--- src/design/gmrp_pkg.sv ---
// ---------------------------------------------------------------------------
// gmrp_pkg: shared types and constants for the mask rectangle packer
// Grid limits, field widths, register indexes and the command/status words
// that join the controller and the datapath.
// ---------------------------------------------------------------------------
package gmrp_pkg;

    // Grid limits
    localparam int MAX_COLS   = 8;
    localparam int MAX_ROWS   = 8;
    localparam int ROW_W      = MAX_COLS;
    localparam int IDX_W      = $clog2(MAX_ROWS);

    // Field widths
    localparam int DIM_W      = 4;
    localparam int TILE_W     = 11;
    localparam int COORD_W    = 13;
    localparam int PROD_W     = DIM_W + TILE_W;
    localparam int SUM_W      = PROD_W + 2;
    localparam int CFG_IDX_W  = 3;

    // Result cap per mask
    localparam int RESULT_MAX = 32;
    localparam int RCNT_W     = $clog2(RESULT_MAX) + 1;

    // Configuration register indexes
    typedef enum logic [CFG_IDX_W-1:0] {
        REG_GRID_WIDTH   = 3'd0,
        REG_GRID_HEIGHT  = 3'd1,
        REG_TILE_SIZE    = 3'd2,
        REG_ORIGIN_X     = 3'd3,
        REG_ORIGIN_Y     = 3'd4,
        REG_FRAME_WIDTH  = 3'd5,
        REG_FRAME_HEIGHT = 3'd6
    } cfg_reg_t;

    // Controller to datapath commands
    typedef struct packed {
        logic accept;   // store the incoming row word
        logic load;     // copy the mask into the work rows
        logic shift;    // drop the empty top work row
        logic grab;     // take the next rectangle and clear its cells
        logic mul;      // form the pixel offsets
        logic eval;     // clip and queue the rectangle
        logic flush;    // send the final word of the mask
    } gmrp_cmd_t;

    // Datapath to controller status
    typedef struct packed {
        logic pack_now;    // incoming row completes the mask
        logic work_empty;  // no set cell is left
        logic row0_empty;  // top work row has no set cell
    } gmrp_stat_t;

    // Clamp a grid dimension into 1..maxv
    function automatic logic [DIM_W-1:0] clamp_dim(input logic [DIM_W-1:0] v,
                                                   input logic [DIM_W-1:0] maxv);
        logic [DIM_W-1:0] res;
        if (v == '0)
            res = DIM_W'(1);
        else if (v > maxv)
            res = maxv;
        else
            res = v;
        return res;
    endfunction

endpackage

--- src/design/gmrp_ctrl.sv ---
// ---------------------------------------------------------------------------
// gmrp_ctrl: sequencer of the mask rectangle packer
// Accepts row words, and after the last row steps the datapath through
// find, multiply and clip for every rectangle, then flushes the last word.
// ---------------------------------------------------------------------------
module gmrp_ctrl (
    input  logic                 clk,
    input  logic                 rst_n,
    input  logic                 start,
    input  gmrp_pkg::gmrp_stat_t stat,
    output logic                 busy,
    output gmrp_pkg::gmrp_cmd_t  cmd
);
    import gmrp_pkg::*;

    typedef enum logic [4:0] {
        S_IDLE  = 5'b00001,
        S_FIND  = 5'b00010,
        S_MUL   = 5'b00100,
        S_EVAL  = 5'b01000,
        S_FLUSH = 5'b10000
    } state_t;

    state_t state_reg;
    state_t state_next;

    // Advance the state
    always_ff @(posedge clk or negedge rst_n)
    begin
        if (!rst_n)
        begin
            state_reg <= S_IDLE;
        end
        else
        begin
            state_reg <= state_next;
        end
    end

    // Decode next state and commands
    always_comb
    begin
        cmd        = '0;
        state_next = state_reg;
        case (state_reg)
            S_IDLE:
            begin
                if (start)
                begin
                    cmd.accept = 1'b1;
                    if (stat.pack_now)
                    begin
                        cmd.load   = 1'b1;
                        state_next = S_FIND;
                    end
                end
            end
            S_FIND:
            begin
                if (stat.work_empty)
                begin
                    state_next = S_FLUSH;
                end
                else if (stat.row0_empty)
                begin
                    cmd.shift = 1'b1;
                end
                else
                begin
                    cmd.grab   = 1'b1;
                    state_next = S_MUL;
                end
            end
            S_MUL:
            begin
                cmd.mul    = 1'b1;
                state_next = S_EVAL;
            end
            S_EVAL:
            begin
                cmd.eval   = 1'b1;
                state_next = S_FIND;
            end
            S_FLUSH:
            begin
                cmd.flush  = 1'b1;
                state_next = S_IDLE;
            end
            default:
            begin
                state_next = S_IDLE;
            end
        endcase
    end

    assign busy = (state_reg != S_IDLE);

endmodule

--- src/design/gmrp_dpath.sv ---
// ---------------------------------------------------------------------------
// gmrp_dpath: datapath of the mask rectangle packer
// Holds the mask rows and the working copy, finds and clears rectangles,
// converts them to clipped pixel coordinates and drives the result word.
// ---------------------------------------------------------------------------
module gmrp_dpath (
    input  logic                                  clk,
    input  logic                                  rst_n,
    input  gmrp_pkg::gmrp_cmd_t                   cmd,
    output gmrp_pkg::gmrp_stat_t                  stat,
    input  logic [gmrp_pkg::ROW_W-1:0]            row_bits,
    input  logic [gmrp_pkg::DIM_W-1:0]            grid_width,
    input  logic [gmrp_pkg::DIM_W-1:0]            grid_height,
    input  logic [gmrp_pkg::TILE_W-1:0]           tile_size,
    input  logic signed [gmrp_pkg::COORD_W-1:0]   origin_x,
    input  logic signed [gmrp_pkg::COORD_W-1:0]   origin_y,
    input  logic [gmrp_pkg::COORD_W-1:0]          frame_width,
    input  logic [gmrp_pkg::COORD_W-1:0]          frame_height,
    output logic                                  strobe,
    output logic [gmrp_pkg::COORD_W-1:0]          rect_left,
    output logic [gmrp_pkg::COORD_W-1:0]          rect_top,
    output logic [gmrp_pkg::COORD_W-1:0]          rect_right,
    output logic [gmrp_pkg::COORD_W-1:0]          rect_bottom,
    output logic                                  rect_valid,
    output logic                                  last_rect
);
    import gmrp_pkg::*;

    // Mask store and working rows
    logic [ROW_W-1:0]   mask_reg [MAX_ROWS];
    logic [ROW_W-1:0]   work_reg [MAX_ROWS];
    logic [ROW_W-1:0]   load_row [MAX_ROWS];
    logic [DIM_W-1:0]   row_count_reg;
    logic [DIM_W-1:0]   row_count_next;

    // Effective grid
    logic [DIM_W-1:0]   gw;
    logic [DIM_W-1:0]   gh;
    logic [ROW_W-1:0]   colmask;

    // Rectangle finder
    logic               found;
    logic               open;
    logic               grow;
    logic [DIM_W-1:0]   gx;
    logic [DIM_W-1:0]   w;
    logic [DIM_W-1:0]   h;
    logic [ROW_W-1:0]   run;
    logic               any_set;

    logic [DIM_W-1:0]   gx_reg;
    logic [DIM_W-1:0]   w_reg;
    logic [DIM_W-1:0]   gy_reg;
    logic [DIM_W-1:0]   h_reg;

    // Pixel offsets
    logic [PROD_W-1:0]  pl_reg;
    logic [PROD_W-1:0]  pr_reg;
    logic [PROD_W-1:0]  pt_reg;
    logic [PROD_W-1:0]  pb_reg;

    // Clip
    logic signed [SUM_W-1:0] ox_s;
    logic signed [SUM_W-1:0] oy_s;
    logic signed [SUM_W-1:0] fw_s;
    logic signed [SUM_W-1:0] fh_s;
    logic signed [SUM_W-1:0] l_s;
    logic signed [SUM_W-1:0] t_s;
    logic signed [SUM_W-1:0] r_s;
    logic signed [SUM_W-1:0] b_s;
    logic signed [SUM_W-1:0] lc;
    logic signed [SUM_W-1:0] tc;
    logic signed [SUM_W-1:0] rc;
    logic signed [SUM_W-1:0] bc;
    logic                    rect_ok;
    logic                    take;

    // Pending rectangle and result count
    logic               pend_valid_reg;
    logic [COORD_W-1:0] pend_l_reg;
    logic [COORD_W-1:0] pend_t_reg;
    logic [COORD_W-1:0] pend_r_reg;
    logic [COORD_W-1:0] pend_b_reg;
    logic [RCNT_W-1:0]  cnt_reg;

    // Output word
    logic               strobe_reg;
    logic [COORD_W-1:0] out_l_reg;
    logic [COORD_W-1:0] out_t_reg;
    logic [COORD_W-1:0] out_r_reg;
    logic [COORD_W-1:0] out_b_reg;
    logic               out_valid_reg;
    logic               out_last_reg;

    // Effective grid size and column mask
    assign gw = clamp_dim(grid_width, DIM_W'(MAX_COLS));
    assign gh = clamp_dim(grid_height, DIM_W'(MAX_ROWS));

    always_comb
    begin
        for (int i = 0; i < ROW_W; i++)
        begin
            colmask[i] = (DIM_W'(i) < gw);
        end
    end

    // Row counter: wrap once the mask is complete
    assign row_count_next = row_count_reg + DIM_W'(1);
    assign stat.pack_now  = (row_count_next >= gh);

    always_ff @(posedge clk or negedge rst_n)
    begin
        if (!rst_n)
        begin
            row_count_reg <= '0;
        end
        else if (cmd.accept)
        begin
            row_count_reg <= stat.pack_now ? '0 : row_count_next;
        end
    end

    // Store the incoming row
    always_ff @(posedge clk)
    begin
        if (cmd.accept)
        begin
            mask_reg[row_count_reg[IDX_W-1:0]] <= row_bits;
        end
    end

    // Working copy: incoming row merged, unused rows and columns zeroed
    always_comb
    begin
        for (int i = 0; i < MAX_ROWS; i++)
        begin
            if (DIM_W'(i) >= gh)
                load_row[i] = '0;
            else if (IDX_W'(i) == row_count_reg[IDX_W-1:0])
                load_row[i] = row_bits & colmask;
            else
                load_row[i] = mask_reg[i] & colmask;
        end
    end

    // Find the lowest set cell of the top row, its run and its height
    always_comb
    begin
        found = 1'b0;
        gx    = '0;
        for (int i = 0; i < ROW_W; i++)
        begin
            if (!found && work_reg[0][i])
            begin
                found = 1'b1;
                gx    = DIM_W'(i);
            end
        end
        run  = '0;
        w    = '0;
        open = 1'b1;
        for (int i = 0; i < ROW_W; i++)
        begin
            if (open && (DIM_W'(i) >= gx))
            begin
                if (work_reg[0][i])
                begin
                    run[i] = 1'b1;
                    w      = w + DIM_W'(1);
                end
                else
                begin
                    open = 1'b0;
                end
            end
        end
        h    = DIM_W'(1);
        grow = 1'b1;
        for (int i = 1; i < MAX_ROWS; i++)
        begin
            if (grow && ((work_reg[i] & run) == run))
                h = h + DIM_W'(1);
            else
                grow = 1'b0;
        end
    end

    // Status of the working rows
    always_comb
    begin
        any_set = 1'b0;
        for (int i = 0; i < MAX_ROWS; i++)
        begin
            any_set = any_set | (|work_reg[i]);
        end
    end

    assign stat.work_empty = !any_set;
    assign stat.row0_empty = (work_reg[0] == '0);

    // Update the working rows
    always_ff @(posedge clk)
    begin
        if (cmd.load)
        begin
            for (int i = 0; i < MAX_ROWS; i++)
            begin
                work_reg[i] <= load_row[i];
            end
        end
        else if (cmd.shift)
        begin
            for (int i = 0; i < MAX_ROWS - 1; i++)
            begin
                work_reg[i] <= work_reg[i + 1];
            end
            work_reg[MAX_ROWS - 1] <= '0;
        end
        else if (cmd.grab)
        begin
            for (int i = 0; i < MAX_ROWS; i++)
            begin
                if (DIM_W'(i) < h)
                    work_reg[i] <= work_reg[i] & ~run;
            end
        end
    end

    // Hold the cell position and size of the rectangle
    always_ff @(posedge clk)
    begin
        if (cmd.load)
        begin
            gy_reg <= '0;
        end
        else if (cmd.shift)
        begin
            gy_reg <= gy_reg + DIM_W'(1);
        end
        if (cmd.grab)
        begin
            gx_reg <= gx;
            w_reg  <= w;
            h_reg  <= h;
        end
    end

    // Cell indexes times tile size
    always_ff @(posedge clk)
    begin
        if (cmd.mul)
        begin
            pl_reg <= {{TILE_W{1'b0}}, gx_reg} * {{DIM_W{1'b0}}, tile_size};
            pr_reg <= {{TILE_W{1'b0}}, gx_reg + w_reg} * {{DIM_W{1'b0}}, tile_size};
            pt_reg <= {{TILE_W{1'b0}}, gy_reg} * {{DIM_W{1'b0}}, tile_size};
            pb_reg <= {{TILE_W{1'b0}}, gy_reg + h_reg} * {{DIM_W{1'b0}}, tile_size};
        end
    end

    // Add the origin and clip to the framebuffer
    always_comb
    begin
        ox_s = {{(SUM_W - COORD_W){origin_x[COORD_W-1]}}, origin_x};
        oy_s = {{(SUM_W - COORD_W){origin_y[COORD_W-1]}}, origin_y};
        fw_s = {{(SUM_W - COORD_W){1'b0}}, frame_width};
        fh_s = {{(SUM_W - COORD_W){1'b0}}, frame_height};
        l_s  = ox_s + {{(SUM_W - PROD_W){1'b0}}, pl_reg};
        r_s  = ox_s + {{(SUM_W - PROD_W){1'b0}}, pr_reg};
        t_s  = oy_s + {{(SUM_W - PROD_W){1'b0}}, pt_reg};
        b_s  = oy_s + {{(SUM_W - PROD_W){1'b0}}, pb_reg};
        lc   = l_s[SUM_W-1] ? '0 : l_s;
        tc   = t_s[SUM_W-1] ? '0 : t_s;
        rc   = (r_s > fw_s) ? fw_s : r_s;
        bc   = (b_s > fh_s) ? fh_s : b_s;
        rect_ok = (rc > lc) && (bc > tc);
    end

    assign take = cmd.eval && rect_ok && (cnt_reg < RCNT_W'(RESULT_MAX));

    // Pending flag, result count and output strobe
    always_ff @(posedge clk or negedge rst_n)
    begin
        if (!rst_n)
        begin
            pend_valid_reg <= 1'b0;
            cnt_reg        <= '0;
            strobe_reg     <= 1'b0;
        end
        else
        begin
            strobe_reg <= (take && pend_valid_reg) || cmd.flush;
            if (cmd.load || cmd.flush)
            begin
                pend_valid_reg <= 1'b0;
                cnt_reg        <= '0;
            end
            else if (take)
            begin
                pend_valid_reg <= 1'b1;
                cnt_reg        <= cnt_reg + RCNT_W'(1);
            end
        end
    end

    // Queue the new rectangle, drive out the one before it
    always_ff @(posedge clk)
    begin
        if (take)
        begin
            pend_l_reg <= lc[COORD_W-1:0];
            pend_t_reg <= tc[COORD_W-1:0];
            pend_r_reg <= rc[COORD_W-1:0];
            pend_b_reg <= bc[COORD_W-1:0];
        end
        if ((take && pend_valid_reg) || (cmd.flush && pend_valid_reg))
        begin
            out_l_reg     <= pend_l_reg;
            out_t_reg     <= pend_t_reg;
            out_r_reg     <= pend_r_reg;
            out_b_reg     <= pend_b_reg;
            out_valid_reg <= 1'b1;
            out_last_reg  <= cmd.flush;
        end
        else if (cmd.flush)
        begin
            out_l_reg     <= '0;
            out_t_reg     <= '0;
            out_r_reg     <= '0;
            out_b_reg     <= '0;
            out_valid_reg <= 1'b0;
            out_last_reg  <= 1'b1;
        end
    end

    assign strobe      = strobe_reg;
    assign rect_left   = out_l_reg;
    assign rect_top    = out_t_reg;
    assign rect_right  = out_r_reg;
    assign rect_bottom = out_b_reg;
    assign rect_valid  = out_valid_reg;
    assign last_rect   = out_last_reg;

endmodule

--- src/design/greedy_mask_rect_packer.sv ---
// ---------------------------------------------------------------------------
// greedy_mask_rect_packer: tile hit mask to pixel rectangle packer
// Loads a tile hit mask one row word at a time and, after the last row,
// covers its set cells greedily with rectangles clipped to the framebuffer.
// ---------------------------------------------------------------------------
// A row word is taken with start whenever busy is low. The word that
// completes the mask (row gh-1, gh being grid_height clamped to 1..MAX_ROWS)
// starts packing and raises busy from the next cycle. Packing shifts past
// each empty top row, runs find, multiply and clip for each rectangle
// found, makes one more find step that sees no set cell left and then
// flushes, all sequenced by the controller. Every result word appears for
// exactly one cycle with strobe high and the receiver has no way to hold it
// off. A clipped rectangle that is kept waits in a one-deep pending stage and
// goes out in the cycle after the next kept rectangle is clipped, or in
// the cycle after the flush, so that the last word of a mask can carry last_rect;
// an empty mask gives one word with rect_valid low. Configuration writes take
// effect at the clock edge where cfg_write is high and are meant for times
// when busy is low and no result word is still due.
// ---------------------------------------------------------------------------
module greedy_mask_rect_packer (
    input  logic                                 clk,
    input  logic                                 rst_n,
    input  logic                                 start,
    output logic                                 busy,
    input  logic [gmrp_pkg::ROW_W-1:0]           row_bits,
    input  logic                                 cfg_write,
    input  logic [gmrp_pkg::CFG_IDX_W-1:0]       cfg_index,
    input  logic [gmrp_pkg::COORD_W-1:0]         cfg_data,
    output logic                                 strobe,
    output logic [gmrp_pkg::COORD_W-1:0]         rect_left,
    output logic [gmrp_pkg::COORD_W-1:0]         rect_top,
    output logic [gmrp_pkg::COORD_W-1:0]         rect_right,
    output logic [gmrp_pkg::COORD_W-1:0]         rect_bottom,
    output logic                                 rect_valid,
    output logic                                 last_rect
);
    import gmrp_pkg::*;

    gmrp_cmd_t                 cmd;
    gmrp_stat_t                stat;

    logic [DIM_W-1:0]          grid_width_reg;
    logic [DIM_W-1:0]          grid_height_reg;
    logic [TILE_W-1:0]         tile_size_reg;
    logic signed [COORD_W-1:0] origin_x_reg;
    logic signed [COORD_W-1:0] origin_y_reg;
    logic [COORD_W-1:0]        frame_width_reg;
    logic [COORD_W-1:0]        frame_height_reg;

    // Configuration registers
    always_ff @(posedge clk or negedge rst_n)
    begin
        if (!rst_n)
        begin
            grid_width_reg   <= DIM_W'(MAX_COLS);
            grid_height_reg  <= DIM_W'(MAX_ROWS);
            tile_size_reg    <= TILE_W'(128);
            origin_x_reg     <= '0;
            origin_y_reg     <= '0;
            frame_width_reg  <= COORD_W'(4096);
            frame_height_reg <= COORD_W'(4096);
        end
        else if (cfg_write)
        begin
            case (cfg_reg_t'(cfg_index))
                REG_GRID_WIDTH:   grid_width_reg   <= cfg_data[DIM_W-1:0];
                REG_GRID_HEIGHT:  grid_height_reg  <= cfg_data[DIM_W-1:0];
                REG_TILE_SIZE:    tile_size_reg    <= cfg_data[TILE_W-1:0];
                REG_ORIGIN_X:     origin_x_reg     <= cfg_data;
                REG_ORIGIN_Y:     origin_y_reg     <= cfg_data;
                REG_FRAME_WIDTH:  frame_width_reg  <= cfg_data;
                REG_FRAME_HEIGHT: frame_height_reg <= cfg_data;
                default:          ;
            endcase
        end
    end

    // Sequencer
    gmrp_ctrl u_ctrl (
        .clk   (clk),
        .rst_n (rst_n),
        .start (start),
        .stat  (stat),
        .busy  (busy),
        .cmd   (cmd)
    );

    // Datapath
    gmrp_dpath u_dpath (
        .clk          (clk),
        .rst_n        (rst_n),
        .cmd          (cmd),
        .stat         (stat),
        .row_bits     (row_bits),
        .grid_width   (grid_width_reg),
        .grid_height  (grid_height_reg),
        .tile_size    (tile_size_reg),
        .origin_x     (origin_x_reg),
        .origin_y     (origin_y_reg),
        .frame_width  (frame_width_reg),
        .frame_height (frame_height_reg),
        .strobe       (strobe),
        .rect_left    (rect_left),
        .rect_top     (rect_top),
        .rect_right   (rect_right),
        .rect_bottom  (rect_bottom),
        .rect_valid   (rect_valid),
        .last_rect    (last_rect)
    );

endmodule
--- config.mk ---
export PLATFORM = sky130hd
export DESIGN_NAME = greedy_mask_rect_packer
export DESIGN_NICKNAME = d
export VERILOG_FILES = /design/src/design/gmrp_pkg.sv /design/src/design/gmrp_ctrl.sv /design/src/design/gmrp_dpath.sv /design/src/design/greedy_mask_rect_packer.sv
export SDC_FILE = /design/constraint.sdc
export NUM_CORES = 1
export LEC_CHECK = 0
export ABC_AREA = 0
export BUFFER_PORTS_ARGS = -buffer_cell sky130_fd_sc_hd__buf_2
export CAP_MARGIN = 20
export CORE_UTILIZATION = 40
export CTS_CLUSTER_SIZE = 14
export DETAILED_ROUTE_END_ITERATION = 8
export GPL_TIMING_DRIVEN = 0
export SYNTH_ARGS = -nofsm -noshare
export SYNTH_HDL_FRONTEND = slang
export SYNTH_HIERARCHICAL = 1
export SYNTH_SLANG_ARGS = --single-unit
--- constraint.sdc ---
create_clock -name clk -period 11.4 [get_ports clk]
set_input_delay 1.14 -clock clk [delete_from_list [all_inputs] [get_ports clk]]
set_output_delay 1.14 -clock clk [all_outputs]
set_load 0.01 [all_outputs]
# Word level (Yosys, flattened, before mapping)
# Memory sizes are Yosys's and may differ from the RTL's.
# Index checks and enable logic that the tools add are counted.
# word_totals
ff_bits	270
ram_bits	128
input_bits	28
output_inout_bits	56
wordCells	418
n_memories	2
# memory_table
memory	depth	width	rd	rd_ports_with_merged_regs	wr	line_no	text
u_dpath.mask_reg	8	8	8	0	1	gmrp_dpath.sv:30	logic [ROW_W-1:0] mask_reg [MAX_ROWS];
u_dpath.work_reg	8	8	8	0	8	gmrp_dpath.sv:31	logic [ROW_W-1:0] work_reg [MAX_ROWS];
# classes
n_addsub	22
multipliers	4
n_lt_le_gt_ge	40
n_eq_ne	29
mux	185
bitwise_logic	48
reduce_logical	58
# op_table
cell	n
8-bit two-way mux	32
8-bit AND	24
4-bit two-way mux	26
1-bit two-way mux	100
13-bit by 16-bit adder with 17-bit output	4
13-bit two-way mux	5
8-bit OR reduction	8
4-bit by 11-bit multiplier with 15-bit output	4
4-bit by 1-bit adder with 4-bit output, second input constant	14
8-bit == test	7
17-bit by 14-bit > comparator with 1-bit output	2
17-bit > comparator	2
17-bit two-way mux	2
3-bit by 4-bit less-than comparator with 1-bit output, first input constant	8
16-bit two-way mux	2
1-bit logical AND	25
1-bit OR	23
5-bit two-way mux	4
5-bit case mux with 4 select lines	1
3-bit by 4-bit greater-or-equal comparator with 1-bit output, first input constant	4
1-bit by 4-bit less-than comparator with 1-bit output, first input constant	4
2-bit by 4-bit less-than comparator with 1-bit output, first input constant	4
2-bit two-way mux	7
2-bit AND reduction	7
other kinds (36)	67

# Depth between registers and ports, before layout
# An unclocked memory read counts as a cell.
# depth
word_depth	61
mapped_depth	30
ltp_nobuf	28

# Modules after synthesis
# Netlist, hierarchy kept.
# by_module_without_submodules
mod	instances	cells_per_inst	area_each_um2	seq_area_each_um2
gmrp_dpath	1	2290	23842.9	9529.1
greedy_mask_rect_packer	1	154	2688.8	1783.0
gmrp_ctrl	1	30	272.8	126.4

# Worst setup path after synthesis
# OpenSTA, ideal clock, no wires.
# synth_timing
path_kind	flip-flop to flip-flop
start	register origin_y_reg[0]
end	register u_dpath.out_last_reg (netlist: u_dpath/last_rect), enable pin
setup_time_ps	409
t_arrival_ps	9637
required_ps	10991
slack_ps	1354
stages_incl_launch_ff	30
n_path_buf	1
synth_period_minus_slack_ps	10046
cell_sequence	dfrtp_1 -> ha_1 -> fa_1 -> a211oi_1 -> o21bai_1 -> a2111o_1 -> a31o_2 -> a21oi_1 -> o21bai_1 -> a21oi_1 -> xnor2_1 -> ha_1 -> nand4_1 -> or2_2 -> or3_1 -> o31ai_1 -> nand4_1 -> o21ai_1 -> clkbuf_1 -> mux2_2 -> ha_1 -> nor2b_1 -> o21a_1 -> o21ai_0 -> a21oi_1 -> o31ai_1 -> a2bb2oi_1 -> nand3b_1 -> nor2_1 -> a21o_1
# synth_via
elab_chain_len	10
elab_cells_between_ends	12
classes_between	add/sub: 2; order compare: 2; mux: 2; reduce/logical: 6
# synth_rtl
item	line_no	text
start: declaration	greedy_mask_rect_packer.sv:46	logic signed [COORD_W-1:0] origin_y_reg;
start signal: assignment	greedy_mask_rect_packer.sv:70	REG_ORIGIN_Y: origin_y_reg <= cfg_data;
13-bit by 16-bit adder with 17-bit output *	gmrp_dpath.sv:270	b_s = oy_s + {{(SUM_W - PROD_W){1'b0}}, pb_reg};
17-bit by 14-bit > comparator with 1-bit output	gmrp_dpath.sv:274	bc = (b_s > fh_s) ? fh_s : b_s;
17-bit two-way mux *	gmrp_dpath.sv:274	
net u_dpath.bc[1]	gmrp_dpath.sv:74	logic signed [SUM_W-1:0] bc;
17-bit > comparator *	gmrp_dpath.sv:275	rect_ok = (rc > lc) && (bc > tc);
1-bit logical AND *	gmrp_dpath.sv:275	
1-bit logical AND * (2 in a row)	gmrp_dpath.sv:278	assign take = cmd.eval && rect_ok && (cnt_reg < RCNT_W'(RESULT_MAX));
net u_dpath.take	gmrp_dpath.sv:76	logic take;
1-bit logical AND *	gmrp_dpath.sv:315	if ((take && pend_valid_reg) || (cmd.flush && pend_valid_reg))
1-bit logical OR *	gmrp_dpath.sv:315	
2-bit nonzero test (no line) *	n/a	
end signal: assignment	gmrp_dpath.sv:322	out_last_reg <= cmd.flush;
end: declaration	gmrp_dpath.sv:93	logic out_last_reg;
# The timed path passes the listed nets; every way through them passes the cells marked *.
# A chain may end at the register's enable or synchronous reset.

# Final worst setup path
# layout_timing
start	register origin_y_reg[0]
end	register u_dpath.out_b_reg[11] (netlist: u_dpath/rect_bottom[11]), enable pin
# layout_via
elab_chain_len	10
elab_cells_between_ends	12
classes_between	add/sub: 2; order compare: 2; mux: 2; reduce/logical: 6
# layout_rtl
item	line_no	text
13-bit by 16-bit adder with 17-bit output *	gmrp_dpath.sv:270	
17-bit by 14-bit > comparator with 1-bit output	gmrp_dpath.sv:274	
17-bit two-way mux *	gmrp_dpath.sv:274	
net u_dpath.bc[10]	gmrp_dpath.sv:74	
17-bit > comparator *	gmrp_dpath.sv:275	
1-bit logical AND *	gmrp_dpath.sv:275	
1-bit logical AND * (2 in a row)	gmrp_dpath.sv:278	
net u_dpath.take	gmrp_dpath.sv:76	
1-bit logical AND *	gmrp_dpath.sv:315	
1-bit logical OR *	gmrp_dpath.sv:315	
2-bit nonzero test (no line) *	n/a	
end signal: assignment	gmrp_dpath.sv:320	out_b_reg <= pend_b_reg;
end: declaration	gmrp_dpath.sv:91	logic [COORD_W-1:0] out_b_reg;
# Marks and branches as above.

==> flow_summary.json <==
{
  "design_power_total_uw": 7910,
  "length_in_cells_of_the_worst_reg_to_reg_path": 30,
  "final_layout_size_suffix_gt1_frac": 0.127,
  "clk_transition_reported_paths_ns": 0.06,
  "min_path_type": "flip-flop to flip-flop",
  "via_count": 19600,
  "synthesis.area_per_instance_sq_um": 10.8,
  "rows": 94,
  "vias_per_cell": 5.57,
  "placedCellCount": 3429,
  "global_route.usage.total": 0.215,
  "number_of_library_cell_types_mapped_by_synthesis": 92,
  "worst_ep_arrival_time_ns": 9.84,
  "num-nets-final": 2944,
  "antenna_violating_nets_left": 0,
  "grt_pass1_wl_um": 112000,
  "antenna_found_initial": 0,
  "timing.critical_path.to": "u_dpath/rect_bottom[11]",
  "fin_crit_ns": 9.55,
  "globalplace.congestion": 0.962,
  "slew_headroom": 0.221,
  "max-vdd-ir-drop_v": 0.000151,
  "drt_iter0_markers": 1276,
  "dp.final_hpwl_um": 57200,
  "postCtsSetupBuffers": 0,
  "worstSetupStartpointType": "flip-flop",
  "buffer_type_at_the_clock_tree_root": "clkbuf_16",
  "pin_count_of_the_biggest_net_entering_global_routing": 65,
  "worst_skew_pair.late_latency_ns": 0.60,
  "floorplan.die.width_um": 261,
  "critical_path.reg2reg.endpoint": "u_dpath/rect_bottom[11]",
  "dominantRegCellSynth": "edfxtp_1",
  "wl_um": 73400,
  "num-fill-cells": 6117,
  "setup_viol": 0,
  "synthArstFlopShare": 0.222,
  "design.portCount": 84,
  "hold_slack_ns": 0.483,
  "cts_repair_resize_count": 0,
  "setup_repair_after_global_routing_missed_its_margin": "false",
  "yosys.area.top_type": "edfxtp_1",
  "syn_inst": 2474,
  "cts_buffers": 46,
  "ys_seq_area_frac": 0.427,
  "setup.reg_to_reg.worst_slack_ns": 1.85,
  "crit-reg2reg-launch": "origin_y_reg[0]",
  "clock.fmax_mhz": 105,
  "top_cells_by_area_synth": "edfxtp_1 34%, ha_1 11%, dfrtp_1 7.7%",
  "cp_slowest_stage_delay_ns": 0.68,
  "pwr_per_cell_area_nw_per_um2": 264,
  "timing.final.max_slew_violations": 0,
  "detail_route.drc_violations": 36,
  "drv.max_cap_violation_count": 0,
  "dieArea_sq_um": 68100,
  "critPathLaunch": "origin_y_reg[0]",
  "netlist.area_leader.share": 0.341,
  "overflow": 0,
  "flow.area_growth_from_synthesis_pct": 11.9,
  "avgRoutedWirePerCell_um": 20.8,
  "area_of_the_mapped_netlist_sq_um": 26800,
  "cts_buffer_depth": 3,
  "die_height_um": 261,
  "crit_slowest_cell": "nor2_4",
  "critPathKind": "flip-flop to flip-flop",
  "largest_fanout_on_the_critical_path": 32,
  "leakagePower_uw": 0.0122,
  "synth.ff_latch_count": 397,
  "outcome": "finished with violations",
  "cts_tree": "yes",
  "worst-slew-pin-transition_ns": 1.17,
  "multi_input_gate_area_sq_um": 14300,
  "edff_count_synth": 304,
  "clock_sink_count": 397,
  "mappedNetlistNets": 2801,
  "ff_latch_area_sq_um": 11400,
  "finClkSkew_ns": 0.0182,
  "final-hold-violation-count": 0,
  "violations": "design-rule violations",
  "non_filler_instances": 3520,
  "required_ns": 11.69,
  "min_period_over_period": 0.838,
  "hold_buf_count_cts": 0,
  "h-tree-depth": 2,
  "via_count_of_the_first_global_routing_pass": 19700,
  "drt_pass1_iterations": 8,
  "synth-warning-count": 6,
  "core_area_sq_um": 66000,
  "floorplan.initialDensity": 0.406,
  "critical_path.endpoint_type": "flip-flop",
  "port_buffers": 83
}
==> layout by cell type (no fill, tap or decap), types with 14 or more instances in the layout <==
master	count
fa_1	69
nor3_1	32
clkbuf_1	84
nor2b_1	27
or3_1	14
nand4_1	15
a31oi_1	18
a21oi_1	116
a211oi_1	16
nor3b_1	58
xor2_1	25
ha_1	230
nand2b_1	26
xnor2_1	88
nor4_1	24
a21o_1	38
nor2_1	121
dfrtp_1	82
buf_2	95
o21a_1	26
nand2_1	220
clkbuf_16	46
o31ai_1	18
o21ai_0	71
inv_1	183
nand3_1	31
mux2_2	118
mux2i_1	74
and2_1	116
a32oi_1	23
o21bai_1	20
edfxtp_1	304
==> final cells by class <==
cell class                 count  area share
inverter                     186      0.0233
timing repair buffer          95      0.0189
clock inverter                24     0.00851
sequential                   397       0.381
multi-input combinational   1800       0.478
tap                          864      0.0360
buffer                        91      0.0120
clock buffer                  62      0.0421
antenna                        1   0.0000834
==> cell families (layout without fill, tap and decap cells) <==
family,count (synthesis),after routing,synth area share
and+or+nand+nor,735,735,0.143
AOI/OAI and AO/OA,460,460,0.117
DFF,397,397,0.427
adders and majority gates,299,299,0.159
buffers and inverters,277,458,0.0395
muxes,193,193,0.0776
xor gates and xnor gates,113,113,0.0369
other,0,1,0
==> synth_stat cells (18+ instances only) <==
| cell type | instances |
|---|---|
| clkbuf_1 | 73 |
| nor3_1 | 33 |
| nand2_1 | 220 |
| dfrtp_1 | 82 |
| o21ai_0 | 71 |
| nand2b_1 | 26 |
| xor2_1 | 25 |
| nor2b_1 | 27 |
| nor4_1 | 24 |
| a21o_1 | 39 |
| a31oi_1 | 18 |
| o21a_1 | 26 |
| edfxtp_1 | 304 |
| mux2_2 | 118 |
| nor3b_1 | 59 |
| inv_1 | 184 |
| and2_1 | 116 |
| ha_1 | 230 |
| o21bai_1 | 20 |
| mux2i_1 | 74 |
| fa_1 | 69 |
| a32oi_1 | 23 |
| o31ai_1 | 18 |
| nor2_1 | 122 |
| a21oi_1 | 116 |
| xnor2_1 | 88 |
| nand3_1 | 31 |
==> power breakdown <==
| part | switching [uW] | total [uW] | internal (uW) |
|---|---|---|---|
| clock | 617 | 1470 | 854 |
| combinational | 2470 | 4200 | 1730 |
| sequential | 248 | 2230 | 1990 |
| total | 3340 | 7910 | 4570 |
==> metal layers <==
layer | up-vias | track usage | part of all wire
met4 | 0 | 0.0950 | 0.047
met1 | 9494 | 0.259 | 0.42
li1 | 9274 | - | -
met3 | 199 | 0.0285 | 0.050
met5 | - | 0 | 0
met2 | 650 | 0.382 | 0.49
==> critical path: cells and delay by family (launching register included) <==
family          cells  cell delay [ns]
compound gates     13             3.39
xor+xnor            1             0.13
fa+ha+maj           4             1.31
buf+inv             3             1.09
flops               1             0.40
mux                 1             0.45
simple gates        8             2.45
==> stage by stage <==
step	utilization	worst slack, ns	TNS, ns	instance area (sq um)
6_report	0.455	1.85	0	30000
5_1_grt	0.454	1.30	0	30000
4_1_cts	0.454	1.80	0	30000
3_5_place_dp	0.431	1.83	0	28400
3_3_place_gp	0.429	-0.888	-46.87	28300
2_1_floorplan	-	1.35	0	26800
==> how the worst min path moves through the flow <==
| stage | start | end | slack [ns] | depth (start not counted) |
|---|---|---|---|---|
| floorplan | u_dpath/rect_valid | u_dpath/rect_valid | 0.50 | 2 |
| global placement | u_dpath/rect_valid | u_dpath/rect_valid | 0.47 | 2 |
| detailed placement | u_dpath/rect_valid | u_dpath/rect_valid | 0.48 | 2 |
| CTS | u_dpath/rect_valid | u_dpath/rect_valid | 0.49 | 2 |
| global route | rst_n | u_dpath/row_count_reg[1] | 0.52 | 1 |
| finish | u_dpath/rect_valid | u_dpath/rect_valid | 0.48 | 2 |
No activity file was read; power rests on OpenSTA's default activity.
